===== config.mk =====
export PLATFORM = sky130hd
export DESIGN_NAME = tcw_ctrl
export DESIGN_NICKNAME = d
export VERILOG_FILES = /design/src/rtl/core/tcw_pkg.sv /design/src/rtl/core/tcw_ctrl.sv
export VERILOG_INCLUDE_DIRS = /design/src /design/src/rtl/core
export SDC_FILE = /design/constraint.sdc
export NUM_CORES = 1
export LEC_CHECK = 0
export BUFFER_PORTS_ARGS = -buffer_cell sky130_fd_sc_hd__buf_2
export CORE_MARGIN = 5
export CORE_UTILIZATION = 30
export CTS_BUF_LIST = sky130_fd_sc_hd__clkbuf_2 sky130_fd_sc_hd__clkbuf_4 sky130_fd_sc_hd__clkbuf_8
export DETAILED_ROUTE_END_ITERATION = 16
export GPL_TIMING_DRIVEN = 0
export PLACE_DENSITY = 0.62
export SETUP_SLACK_MARGIN = 0.2
export SYNTH_ARGS = -nofsm -noshare
export SYNTH_HDL_FRONTEND = slang
export SYNTH_SLANG_ARGS = --single-unit

===== constraint.sdc =====
create_clock -name clk -period 4.55 [get_ports clk]
set_clock_uncertainty 0.15 [all_clocks]
set_input_delay 0.2275 -clock clk [delete_from_list [all_inputs] [get_ports clk]]
set_output_delay 0.2275 -clock clk [all_outputs]
set_load 0.02 [all_outputs]

===== src/rtl/core/assert_macros.svh =====
// assertion macros used by the console writer sequencer (tcw_ctrl)
`ifndef ASSERT_MACROS_SVH
`define ASSERT_MACROS_SVH

`ifndef ASSERT_OFF

`define TCW_ASSERT(lbl, clk, rst_n, prop, msg) \
	lbl: assert property (@(posedge clk) disable iff (!rst_n) (prop)) else $error(msg);

`define TCW_ASSERT_NEXT(lbl, clk, rst_n, pre, post, msg) \
	lbl: assert property (@(posedge clk) disable iff (!rst_n) (pre) |=> (post)) else $error(msg);

`else

`define TCW_ASSERT(lbl, clk, rst_n, prop, msg)

`define TCW_ASSERT_NEXT(lbl, clk, rst_n, pre, post, msg)

`endif

`endif


===== src/rtl/core/tcw_pkg.sv =====
// types, constants and helpers of the text console writer
`default_nettype none

package tcw_pkg;

	localparam int COLS   = 80;
	localparam int ROWS   = 25;
	localparam int NCELLS = COLS * ROWS;
	localparam int ADDR_W = $clog2(NCELLS);

	localparam int COL_W  = 7;
	localparam int ROW_W  = 5;
	localparam int POS_W  = 11;
	localparam int CHAR_W = 8;
	localparam int CELL_W = 16;

	localparam logic [1:0] OP_PUT    = 2'd0;
	localparam logic [1:0] OP_CLEAR  = 2'd1;
	localparam logic [1:0] OP_SETCUR = 2'd2;
	localparam logic [1:0] OP_READ   = 2'd3;

	localparam logic [CHAR_W-1:0] CH_BS    = 8'h08;
	localparam logic [CHAR_W-1:0] CH_TAB   = 8'h09;
	localparam logic [CHAR_W-1:0] CH_LF    = 8'h0A;
	localparam logic [CHAR_W-1:0] CH_CR    = 8'h0D;
	localparam logic [CHAR_W-1:0] CH_BLANK = 8'h20;

	localparam logic [CHAR_W-1:0] COLOR_RST = 8'h0F;
	localparam logic [CELL_W-1:0] CELL_RST  = {COLOR_RST, CH_BLANK};

	typedef struct packed {
		logic [1:0]        opcode;
		logic [CHAR_W-1:0] char_code;
		logic [COL_W-1:0]  col_in;
		logic [ROW_W-1:0]  row_in;
	} in_word_t;

	typedef struct packed {
		logic [COL_W-1:0]  cursor_col;
		logic [ROW_W-1:0]  cursor_row;
		logic [POS_W-1:0]  cursor_pos;
		logic [CELL_W-1:0] cell_data;
	} out_word_t;

	typedef struct packed {
		logic              we;
		logic [ADDR_W-1:0] waddr;
		logic [CELL_W-1:0] wdata;
		logic              re;
		logic [ADDR_W-1:0] raddr;
	} mem_req_t;

	function automatic logic [ADDR_W-1:0] cell_addr(logic [ROW_W-1:0] r, logic [COL_W-1:0] c);
		int lin;
		lin = int'(r) * COLS + int'(c);
		return lin[ADDR_W-1:0];
	endfunction

	function automatic logic [POS_W-1:0] lin_pos(logic [ROW_W-1:0] r, logic [COL_W-1:0] c);
		int lin;
		lin = int'(r) * COLS + int'(c);
		return lin[POS_W-1:0];
	endfunction

endpackage

`default_nettype wire


===== src/rtl/core/tcw_ctrl.sv =====
// sequencer: cursor, character handling and memory sweeps
`default_nettype none

`include "assert_macros.svh"

module tcw_ctrl
	import tcw_pkg::*;
(
	input  wire logic              clk,
	input  wire logic              arst_n,
	input  wire logic              in_valid,
	output logic                   in_ready,
	input  wire in_word_t          in_word,
	input  wire logic [CHAR_W-1:0] text_color,
	output mem_req_t               mem_req,
	input  wire logic [CELL_W-1:0] mem_rdata,
	output logic                   res_valid,
	input  wire logic              res_ready,
	output out_word_t              res_word
);

	localparam logic [2:0] ST_INIT  = 3'd0;
	localparam logic [2:0] ST_IDLE  = 3'd1;
	localparam logic [2:0] ST_RESP  = 3'd2;
	localparam logic [2:0] ST_CLEAR = 3'd3;
	localparam logic [2:0] ST_COPY  = 3'd4;
	localparam logic [2:0] ST_FLUSH = 3'd5;
	localparam logic [2:0] ST_BLANK = 3'd6;

	localparam logic [ADDR_W-1:0] LAST_ADDR = ADDR_W'(NCELLS - 1);
	localparam logic [ADDR_W-1:0] ROW1_ADDR = ADDR_W'(COLS);
	localparam logic [ADDR_W-1:0] LROW_ADDR = ADDR_W'(NCELLS - COLS);

	logic [2:0]         state_q;
	logic [COL_W-1:0]   cur_col_q;
	logic [ROW_W-1:0]   cur_row_q;
	logic [ADDR_W-1:0]  sweep_q;
	logic               hit_q;
	logic               pend_s1;
	logic [ADDR_W-1:0]  waddr_s1;

	logic               accept;
	logic               in_range;
	logic [CELL_W-1:0]  blank_cell;
	logic [COL_W:0]     put_col;
	logic [ROW_W:0]     put_row;
	logic               put_we;
	logic [ADDR_W-1:0]  put_addr;
	logic               put_scroll;

	assign in_ready   = (state_q == ST_IDLE);
	assign accept     = in_valid && in_ready;
	assign in_range   = (int'(in_word.col_in) < COLS) && (int'(in_word.row_in) < ROWS);
	assign blank_cell = {text_color, CH_BLANK};

	always_comb begin
		put_col  = {1'b0, cur_col_q};
		put_row  = {1'b0, cur_row_q};
		put_we   = 1'b0;
		put_addr = cell_addr(cur_row_q, cur_col_q);
		unique case (in_word.char_code)
			CH_LF: begin
				put_col = '0;
				put_row = {1'b0, cur_row_q} + 1'b1;
			end
			CH_CR: begin
				put_col = '0;
			end
			CH_TAB: begin
				put_col = ({1'b0, cur_col_q} + (COL_W+1)'(4)) & ~(COL_W+1)'(3);
			end
			CH_BS: begin
				if (cur_col_q != '0) begin
					put_col  = {1'b0, cur_col_q} - 1'b1;
					put_we   = 1'b1;
					put_addr = cell_addr(cur_row_q, cur_col_q - 1'b1);
				end
			end
			default: begin
				put_we  = 1'b1;
				put_col = {1'b0, cur_col_q} + 1'b1;
			end
		endcase
		if (int'(put_col) >= COLS) begin
			put_col = '0;
			put_row = put_row + 1'b1;
		end
		put_scroll = (int'(put_row) >= ROWS);
		if (put_scroll) begin
			put_row = (ROW_W+1)'(ROWS - 1);
		end
	end

	always_comb begin
		mem_req = '0;
		unique case (state_q)
			ST_INIT: begin
				mem_req.we    = 1'b1;
				mem_req.waddr = sweep_q;
				mem_req.wdata = CELL_RST;
			end
			ST_IDLE: begin
				if (accept && in_word.opcode == OP_PUT) begin
					mem_req.we    = put_we;
					mem_req.waddr = put_addr;
					mem_req.wdata = (in_word.char_code == CH_BS) ? blank_cell
					                                              : {text_color, in_word.char_code};
				end
				mem_req.re    = accept && (in_word.opcode == OP_READ) && in_range;
				mem_req.raddr = cell_addr(in_word.row_in, in_word.col_in);
			end
			ST_CLEAR, ST_BLANK: begin
				mem_req.we    = 1'b1;
				mem_req.waddr = sweep_q;
				mem_req.wdata = blank_cell;
			end
			ST_COPY, ST_FLUSH: begin
				mem_req.we    = pend_s1;
				mem_req.waddr = waddr_s1;
				mem_req.wdata = mem_rdata;
				mem_req.re    = (state_q == ST_COPY);
				mem_req.raddr = sweep_q;
			end
			default: begin
				mem_req = '0;
			end
		endcase
	end

	always_ff @(posedge clk or negedge arst_n) begin
		if (!arst_n) begin
			state_q   <= ST_INIT;
			cur_col_q <= '0;
			cur_row_q <= '0;
			sweep_q   <= '0;
			hit_q     <= 1'b0;
			pend_s1   <= 1'b0;
		end else begin
			pend_s1 <= (state_q == ST_COPY);
			unique case (state_q)
				ST_INIT: begin
					sweep_q <= sweep_q + 1'b1;
					if (sweep_q == LAST_ADDR) begin
						state_q <= ST_IDLE;
					end
				end
				ST_IDLE: begin
					if (accept) begin
						hit_q <= (in_word.opcode == OP_READ) && in_range;
						unique case (in_word.opcode)
							OP_PUT: begin
								cur_col_q <= put_col[COL_W-1:0];
								cur_row_q <= put_row[ROW_W-1:0];
								if (put_scroll) begin
									sweep_q <= ROW1_ADDR;
									state_q <= ST_COPY;
								end else begin
									state_q <= ST_RESP;
								end
							end
							OP_CLEAR: begin
								cur_col_q <= '0;
								cur_row_q <= '0;
								sweep_q   <= '0;
								state_q   <= ST_CLEAR;
							end
							OP_SETCUR: begin
								if (in_range) begin
									cur_col_q <= in_word.col_in;
									cur_row_q <= in_word.row_in;
								end
								state_q <= ST_RESP;
							end
							OP_READ: begin
								state_q <= ST_RESP;
							end
							default: begin
								state_q <= ST_RESP;
							end
						endcase
					end
				end
				ST_CLEAR: begin
					sweep_q <= sweep_q + 1'b1;
					if (sweep_q == LAST_ADDR) begin
						state_q <= ST_RESP;
					end
				end
				ST_COPY: begin
					sweep_q <= sweep_q + 1'b1;
					if (sweep_q == LAST_ADDR) begin
						state_q <= ST_FLUSH;
					end
				end
				ST_FLUSH: begin
					sweep_q <= LROW_ADDR;
					state_q <= ST_BLANK;
				end
				ST_BLANK: begin
					sweep_q <= sweep_q + 1'b1;
					if (sweep_q == LAST_ADDR) begin
						state_q <= ST_RESP;
					end
				end
				ST_RESP: begin
					if (res_ready) begin
						state_q <= ST_IDLE;
					end
				end
				default: begin
					state_q <= ST_IDLE;
				end
			endcase
		end
	end

	always_ff @(posedge clk) begin
		if (state_q == ST_COPY) begin
			waddr_s1 <= sweep_q - ROW1_ADDR;
		end
	end

	assign res_valid           = (state_q == ST_RESP);
	assign res_word.cursor_col = cur_col_q;
	assign res_word.cursor_row = cur_row_q;
	assign res_word.cursor_pos = lin_pos(cur_row_q, cur_col_q);
	assign res_word.cell_data  = hit_q ? mem_rdata : '0;

	`TCW_ASSERT(a_cursor_in_range, clk, arst_n, (state_q != ST_IDLE) || ((int'(cur_col_q) < COLS) && (int'(cur_row_q) < ROWS)), "cursor outside the screen while idle")
	`TCW_ASSERT_NEXT(a_copy_feeds_write, clk, arst_n, state_q == ST_COPY, pend_s1, "scroll copy lost a pending write")
	`TCW_ASSERT(a_blank_last_row, clk, arst_n, (state_q != ST_BLANK) || (sweep_q >= LROW_ADDR), "bottom row blanking outside the last row")
	`TCW_ASSERT(a_scroll_row, clk, arst_n, (state_q != ST_BLANK) || (int'(cur_row_q) == ROWS - 1), "cursor not on the last row during scroll")

endmodule

`default_nettype wire

## Word-level counts from Yosys, hierarchy flattened

Cells that the tools add are included.

- Input bits: 50
- Word-level logic and storage cells: 98
- Output and inout bits: 81
- Bits in registers: 39

- Reduce and logical (&&, ||, !) cells: 21
- $add $sub $neg: 11
- $lt $le $gt $ge: 4
- Multipliers: 2
- Equal/unequal tests: 22
- Mux-type cells: 31

Operator list:

| cell | number |
|---|---|
| one-hot mux 28 bit (4 select lines) | 1 |
| two-way mux 11 bit | 4 |
| one-hot mux 11 bit (3 select lines) | 1 |
| equality test 8 x 4 -> 1 bit, second input constant | 4 |
| two-way mux 28 bit | 1 |
| one-hot mux 12 bit (2 select lines) | 1 |
| one-hot mux 8 bit (3 select lines) | 1 |
| adder 11 x 7 -> 11 bit | 2 |
| one-hot mux 11 bit (2 select lines) | 1 |
| one-hot mux 7 bit (3 select lines) | 1 |
| two-way mux 3 bit | 6 |
| one-hot mux 3 bit (6 select lines) | 1 |
| two-way mux 16 bit | 1 |
| two-way mux 8 bit | 2 |
| one-hot mux 5 bit (3 select lines) | 1 |
| multiplier 5 x 3 -> 7 bit, second input constant | 2 |
| two-way mux 7 bit | 2 |
| two-way mux 6 bit | 2 |
| adder 11 x 1 -> 11 bit, second input constant | 1 |
| adder 11 x 8 -> 11 bit | 1 |
| equality test 11 bit, second input constant | 1 |
| subtractor 11 x 7 -> 11 bit, second input constant | 1 |
| two-way mux 5 bit | 2 |
| equality test 3 bit, second input constant | 3 |
| 32 further kinds | 48 |

## Depth between registers and ports, before layout

Gate-level depths: netlist of run 1.

- Depth in word-level cells: 10
- Gate-level depth with buffers: 16
- Mapped depth without buffers: 13

## Least setup slack after synthesis of run 1

OpenSTA, ideal clock, no wires.

- Path type: reg-to-output
- Start point: register cur_col_q[0]
- End point: output port mem_req[38] (netlist name)
- Stages on the path, launching flop included: 14
- Buffers on the path: 0
- Data required time: 4173 ps
- Slack: 1290 ps
- Arrival: 2883 ps
- Path through: dfrtp_1 inv_1 ha_1 nand2_1 xnor2_1 ha_1 inv_1 fa_1 nor2b_1 nor3_1 a21oi_1 nand2_1 xor2_1 o21ai_0

RTL lines:

| element | line | source |
|---|---|---|
| start, declared | tcw_ctrl.sv:35 | `logic [COL_W-1:0] cur_col_q;` |
| start signal, assigned | tcw_ctrl.sv:152 | `cur_col_q <= put_col[COL_W-1:0];` |
| start signal, assigned | tcw_ctrl.sv:169 | `cur_col_q <= in_word.col_in;` |
| end, declared | tcw_ctrl.sv:15 | `output mem_req_t mem_req,` |

==> flow_metrics.py, run 1 <==
metrics = {
    "status": {
        "outcome": "complete, no violations",
    },
    "layout": {
        "area_growth_pct": 21.2,
        "drive_gt1_share_pct": 22.3,
        "fin_nets": 835,
        "nFillCells": 1694,
        "diodes": 0,
    },
    "synthesis": {
        "ys_warn_count": 0,
        "synth_area_per_cell_um2": 7.94,
        "ys.flop_type": "dfrtp_1",
        "synth_cell_types": 70,
        "netlist_area_um2": 4810,
        "ys_ff_latch": 39,
        "synth-edff-count": 11,
        "seq_area_frac_synth_pct": 21.4,
        "synthTopCellsByArea": "dfrtp_1 15%, ha_1 9.6%, edfxtp_1 6.9%",
        "synthCells": 606,
        "yosysTopAreaCell": "dfrtp_1",
        "synthArstFlopShare_pct": 71.8,
        "post-synth-top-area-fraction_pct": 14.6,
        "syn-num-nets": 698,
    },
    "timing": {
        "max_freq_mhz": 251,
        "max_slew_margin_pct": 32.7,
        "tns_ns": 0,
        "setup_viol": 0,
        "slew_viol_final": 0,
        "rsz0062_at_grt": "false",
        "fin_crit_sh_pct": 87.7,
        "fin_crit_ns": 3.99,
        "finalHoldViolCount": 0,
        "tightestPinTransition_ns": 1.01,
    },
    "power_and_ir_drop": {
        "power.density_nw_per_um2": 625,
        "p_leak_nw": 2.69,
        "worst_ir_drop_vdd_mv": 0.428,
        "total_power_mw": 3.64,
    },
    "grt": {
        "antenna_found_initial": 0,
        "grt_first_pass_wirelength_mm": 26.0,
        "overflow": 0,
        "grt_start_max_net_pins": 29,
        "grt_pass1_vias": 4776,
        "grt_use_total_pct": 17.5,
    },
    "flow_run": {
        "cap_violations": 0,
    },
    "die": {
        "fp.dieH_um": 137,
        "fp.dieW_um": 137,
        "io_pins": 131,
        "initial_core_util_pct": 30.4,
        "design.core.area_um2": 15800,
        "design.die.area_um2": 18700,
        "rows": 46,
    },
    "worst_setup_path": {
        "path_class": "reg -> out",
        "path_cells": "inv_1 > ha_1 > nand2_1 > xnor2_1 > ha_1 > inv_1 > fa_1 > nor2b_1 > nor3_1 > a21oi_1 > nand2_1 > xnor2_1 > o21ai_0 > buf_2",
        "path_max_fanout": 9,
        "worstPathRequired_ns": 4.17,
        "slowest_stage": "dfrtp_1",
        "start_kind": "flip-flop",
        "critical_path_arrival_ns": 3.61,
        "max_stage_delay_ns": 0.52,
        "endpoint_kind": "output pin",
    },
    "clock_tree": {
        "cts_tree": "done",
        "postCtsResizedCells": 0,
        "cts_inserted_buffers": 5,
        "numClockSinks": 39,
        "root_buffer": "clkbuf_8",
        "clkTransAtPathRegs_ns": 0.08,
        "cts-root-to-sink-buffers": 2,
        "h-tree-depth": 2,
        "clk_latency_ns": 0.31,
        "cts-hold-fix-buffers": 1,
        "post_cts_buffers": 0,
    },
    "route": {
        "drc": 0,
        "drt_wl_total_mm": 16.6,
        "ant_nets": 0,
        "wl_per_cell_um": 17.3,
        "drt_iter0_drc": 511,
        "vias_per_cell": 5.34,
        "vias": 5127,
        "drt_first_pass_iters": 6,
    },
    "worst_hold_path": {
        "hold_path_class": "in -> reg",
    },
    "placement": {
        "gp_congestion": 0.874,
        "io_buffers": 129,
        "dp_hpwl_mm": 13.3,
    },
}
[cells in the mapped netlist, drive strengths merged, types with 4 or more instances]
| cell type | count |
|---|---|
| and2 | 18 |
| a31o | 4 |
| nand4 | 5 |
| a211o | 5 |
| clkbuf | 26 |
| nand2 | 58 |
| xor2 | 16 |
| buf | 17 |
| nand3 | 19 |
| dfrtp | 28 |
| a211oi | 6 |
| nor2 | 40 |
| edfxtp | 11 |
| nor2b | 5 |
| a22o | 26 |
| a22oi | 16 |
| o31ai | 7 |
| ha | 37 |
| o21a | 5 |
| nor4 | 4 |
| o21ai | 37 |
| a221oi | 5 |
| fa | 5 |
| nor3 | 9 |
| a21o | 7 |
| inv | 30 |
| and3 | 8 |
| xnor2 | 27 |
| nand2b | 9 |
| or3 | 5 |
| a221o | 4 |
| a21oi | 56 |
| mux2i | 5 |
[critical path, delay by kind of cell (launching register included)]
family	cells	cell delay, ns
AND/OR/NAND/NOR	4	0.46
adder cells (fa/ha/maj)	3	0.87
XOR/XNOR	2	0.61
buffers and inverters	3	0.45
flip-flops	1	0.52
AO/OA/AOI/OAI	2	0.39
[worst paths after layout]
kind	start	to	slack, ns	cells past startpoint
max	cur_col_q[0]	mem_req[36]	0.56	14
min	in_word[6]	cur_col_q[1]	0.09	3
max reg2reg	cur_col_q[0]	sweep_q[3]	0.75	12
min reg2reg	sweep_q[0]	sweep_q[0]	0.43	1
max in group asynchronous	arst_n	cur_col_q[5]	3.41	2
min in group asynchronous	arst_n	sweep_q[5]	0.36	2
[cell usage in the layout (no fill, tap or decap), types with 27 or more instances in the layout]
| cell type | synthesis | routed |
|---|---|---|
| nor2_1 | 40 | 40 |
| inv_1 | 30 | 30 |
| a21oi_1 | 54 | 54 |
| ha_1 | 37 | 37 |
| dfrtp_1 | 28 | 28 |
| nand2_1 | 58 | 58 |
| buf_2 | 6 | 135 |
| o21ai_0 | 36 | 36 |
| xnor2_1 | 27 | 27 |
[area by class of cell]
cell class,count,area (um2),share of cell area [%]
Multi-Input combinational cell,493,3450,59.2
Sequential cell,39,1030,17.7
Timing Repair Buffer,130,656,11.2
Tap cell,216,270,4.63
Buffer,43,214,3.67
Inverter,31,116,1.99
Clock buffer,5,68.8,1.18
Clock inverter,3,25.0,0.429
[power by group]
group	total, mW	switching (mW)	internal (mW)
clock network	0.261	0.151	0.110
logic	2.69	1.68	1.01
registers	0.689	0.197	0.492
[routing by layer]
metal / wire (um) / track usage (%)
met5: 0 / 0
met4: 520 / 5.94
met3: 1000 / 2.87
met2: 7880 / 28.4
met1: 7200 / 23.7
[state kept, by name, indices dropped and copies added (netlist names)]
name	count
waddr_s1	11
sweep_q	11
pend_s1	1
cur_col_q	7
cur_row_q	5
state_q	3
hit_q	1
[cell families (layout without fill, tap and decap cells)]
| family | after synthesis | after routing | share of synthesized area (%) |
|---|---|---|---|
| AND/OR/NAND/NOR | 190 | 190 | 20.5 |
| multiplexers | 7 | 7 | 1.51 |
| buffers and inverters | 74 | 212 | 6.86 |
| adder cells (fa/ha/maj) | 42 | 42 | 11.7 |
| XOR/XNOR | 43 | 43 | 7.82 |
| flip-flops | 39 | 39 | 21.4 |
| AO/OA/AOI/OAI | 211 | 211 | 30.2 |
[per-stage QoR]
stage | hold slack, ns | area [um2] | std cells | setup WS (ns) | util, %
after global placement | 0.181 | 5730 | 951 | 0.738 | 36.2
after detailed placement | 0.187 | 5730 | 951 | 0.715 | 36.2
after CTS | 0.0905 | 5830 | 960 | 0.649 | 36.9
after floorplan | -0.218 | 4810 | 606 | 1.29 | -
after global routing | 0.0984 | 5830 | 960 | 0.304 | 36.9
final | 0.0853 | 5830 | 960 | 0.561 | 36.9
No activity file was read; power rests on OpenSTA's default activity.
==> run 2, diff against run 1 <==
--- a/config.mk
+++ b/config.mk
@@ -13,5 +13,4 @@
 export DETAILED_ROUTE_END_ITERATION = 16
 export GPL_TIMING_DRIVEN = 0
-export PLACE_DENSITY = 0.62
 export SETUP_SLACK_MARGIN = 0.2
 export SYNTH_ARGS = -nofsm -noshare
--- a/constraint.sdc
+++ b/constraint.sdc
@@ -3,3 +3,3 @@
 set_input_delay 0.2275 -clock clk [delete_from_list [all_inputs] [get_ports clk]]
 set_output_delay 0.2275 -clock clk [all_outputs]
-set_load 0.02 [all_outputs]
+set_load 0.005 [all_outputs]
==> run 2 against run 1 <==
  * Sequential share of layout area down 0.064 points
  * Critical endpoint unchanged
  * Total power is 8.8% lower
  * Combinational power is 13% lower
  * Wire length decreased by 0.71%
  * Die area unchanged
  * Sequential power about the same
  * Clock-buffer cell count is the same
  * Maximum frequency up 2.0%
  * Cell count is the same
  * Via count is 1.0% lower
==> flow_metrics.py, run 2 (synthesis gave the netlist of run 1 again) <==
metrics = {
    "timing": {
        "max_freq_mhz": 256,
        "fin_crit_sh_pct": 85.9,
        "tns_ns": 0,
        "tightestPinTransition_ns": 0.965,
        "fin_crit_ns": 3.91,
        "setup_slack_ns": 0.641,
        "rsz0062_at_grt": "false",
        "slew_viol_final": 0,
        "setup_viol": 0,
        "max_slew_margin_pct": 35.5,
        "finalHoldViolCount": 0,
    },
    "power_and_ir_drop": {
        "p_leak_nw": 2.70,
        "total_power_mw": 3.32,
        "worst_ir_drop_vdd_mv": 0.412,
        "power.density_nw_per_um2": 568,
    },
    "clock_tree": {
        "cts_inserted_buffers": 5,
        "h-tree-depth": 2,
        "cts-root-to-sink-buffers": 2,
        "postCtsResizedCells": 0,
        "clk_latency_ns": 0.29,
        "numClockSinks": 39,
        "root_buffer": "clkbuf_8",
        "clkTransAtPathRegs_ns": 0.09,
        "cts_tree": "done",
        "post_cts_buffers": 0,
    },
    "die": {
        "design.die.area_um2": 18700,
        "initial_core_util_pct": 30.4,
        "rows": 46,
        "fp.dieW_um": 137,
        "fp.dieH_um": 137,
        "design.core.area_um2": 15800,
        "io_pins": 131,
    },
    "layout": {
        "ff_latch_area_um2": 1030,
        "reg_top3": "sweep_q: 11 flops, waddr_s1: 11 flops, cur_col_q: 7 flops",
        "diodes": 0,
        "multiInputGateArea_um2": 3450,
        "final_common_cell": "buf_2",
        "final_area_um2": 5860,
        "drive_gt1_share_pct": 22.3,
        "nFillCells": 1664,
        "layout_common_cells": "135 x buf_2, 58 x nand2_1, 54 x a21oi_1",
        "area_growth_pct": 21.6,
        "fin_nets": 835,
    },
    "placement": {
        "io_buffers": 129,
        "dp_slack_ns": 0.786,
        "placed_cell_area_um2": 5730,
        "gp_congestion": 0.869,
        "dp_hpwl_mm": 13.2,
    },
    "worst_setup_path": {
        "path_max_fanout": 9,
        "start_kind": "flip-flop",
        "slowest_stage": "dfrtp_1",
        "max_stage_delay_ns": 0.52,
        "endpoint_kind": "output pin",
        "path_class": "reg -> out",
        "path_cells": "inv_1 > ha_1 > nand2_1 > xnor2_1 > ha_1 > inv_1 > fa_1 > nor2b_1 > nor3_1 > a21oi_1 > nand2_1 > xnor2_1 > o21ai_0 > buf_2",
        "worstPathRequired_ns": 4.17,
        "critical_path_arrival_ns": 3.53,
        "timing.critical_path.buf_inv": 3,
        "crit_family": "adder cells",
    },
    "route": {
        "wl_per_cell_um": 17.2,
        "vias": 5075,
        "drc": 0,
        "ant_nets": 0,
        "vias_per_cell": 5.29,
        "drt_wl_total_mm": 16.5,
        "drt_iter0_drc": 477,
        "drt_first_pass_iters": 5,
    },
    "grt": {
        "overflow": 0,
        "grt_start_max_net_pins": 29,
        "antenna_found_initial": 0,
        "grt_pass1_vias": 4812,
        "grt_first_pass_wirelength_mm": 25.9,
        "grt_use_total_pct": 17.3,
    },
    "worst_hold_path": {
        "hold_path_class": "in -> reg",
    },
    "status": {
        "outcome": "complete, no violations",
    },
    "flow_run": {
        "cap_violations": 0,
    },
}
## run 2: power breakdown
part / internal (mW) / leakage [nW] / switching [mW]
logic: 1.00 / 2.19 / 1.32
clock network: 0.165 / 0.0548 / 0.141
registers: 0.492 / 0.457 / 0.199
total: 1.66 / 2.70 / 1.66
## run 2: worst reg2reg max path, stage by stage (launching register included)
cell and delay, ns:
dfrtp_1 0.52, inv_1 0.19, ha_1 0.27, nand3_2 0.21, and2_1 0.21, buf_6 0.14, a221oi_2 0.39, a21oi_2 0.13
or2_1 0.22, buf_2 0.18, a211o_1 0.36, a21oi_1 0.49, a31oi_1 0.16
## run 2: area by class of cell
class | count | share of cell area (%)
multi-input cells | 493 | 59.0
clock inverters | 3 | 0.791
well taps | 216 | 4.62
repair buffers | 130 | 11.2
clock buffers | 5 | 1.18
inverters | 31 | 1.99
flip-flops and latches | 39 | 17.6
plain buffers | 43 | 3.65
## run 2: repair_timing
action	in CTS	in global routing
hold buffers	1	0
hold endpoints to repair	28	0
setup endpoints to repair	0	0
## run 2: per-layer routing
layer  part of all wire (%)  wire [um]  global-route usage, %  vias up
met5                      0          0                      0        -
met4                    2.0        328                   4.59        0
met3                    5.6        930                   1.69       14
met2                     48       7880                   29.1      157
met1                     45       7350                   23.9     2400
li1                       -          -                      -     2504
## run 2: path summary, 6_finish.rpt
check | from | end | slack, ns | cells past startpoint
max reg2reg | cur_col_q[1] | sweep_q[3] | 0.79 | 12
min reg2reg | sweep_q[0] | sweep_q[0] | 0.44 | 1
min in group asynchronous | arst_n | state_q[0] | 0.37 | 2
max in group asynchronous | arst_n | cur_row_q[4] | 3.41 | 2
min | in_word[6] | cur_col_q[1] | 0.11 | 3
max | cur_col_q[1] | mem_req[36] | 0.64 | 14
## run 2: metrics by stage
step | utilization, % | instances | hold WS (ns)
after floorplan | - | 606 | -0.218
after global placement | 36.2 | 951 | 0.179
after detailed placement | 36.2 | 951 | 0.177
after CTS | 37.0 | 960 | 0.101
after global routing | 37.0 | 960 | 0.125
final | 37.0 | 960 | 0.107
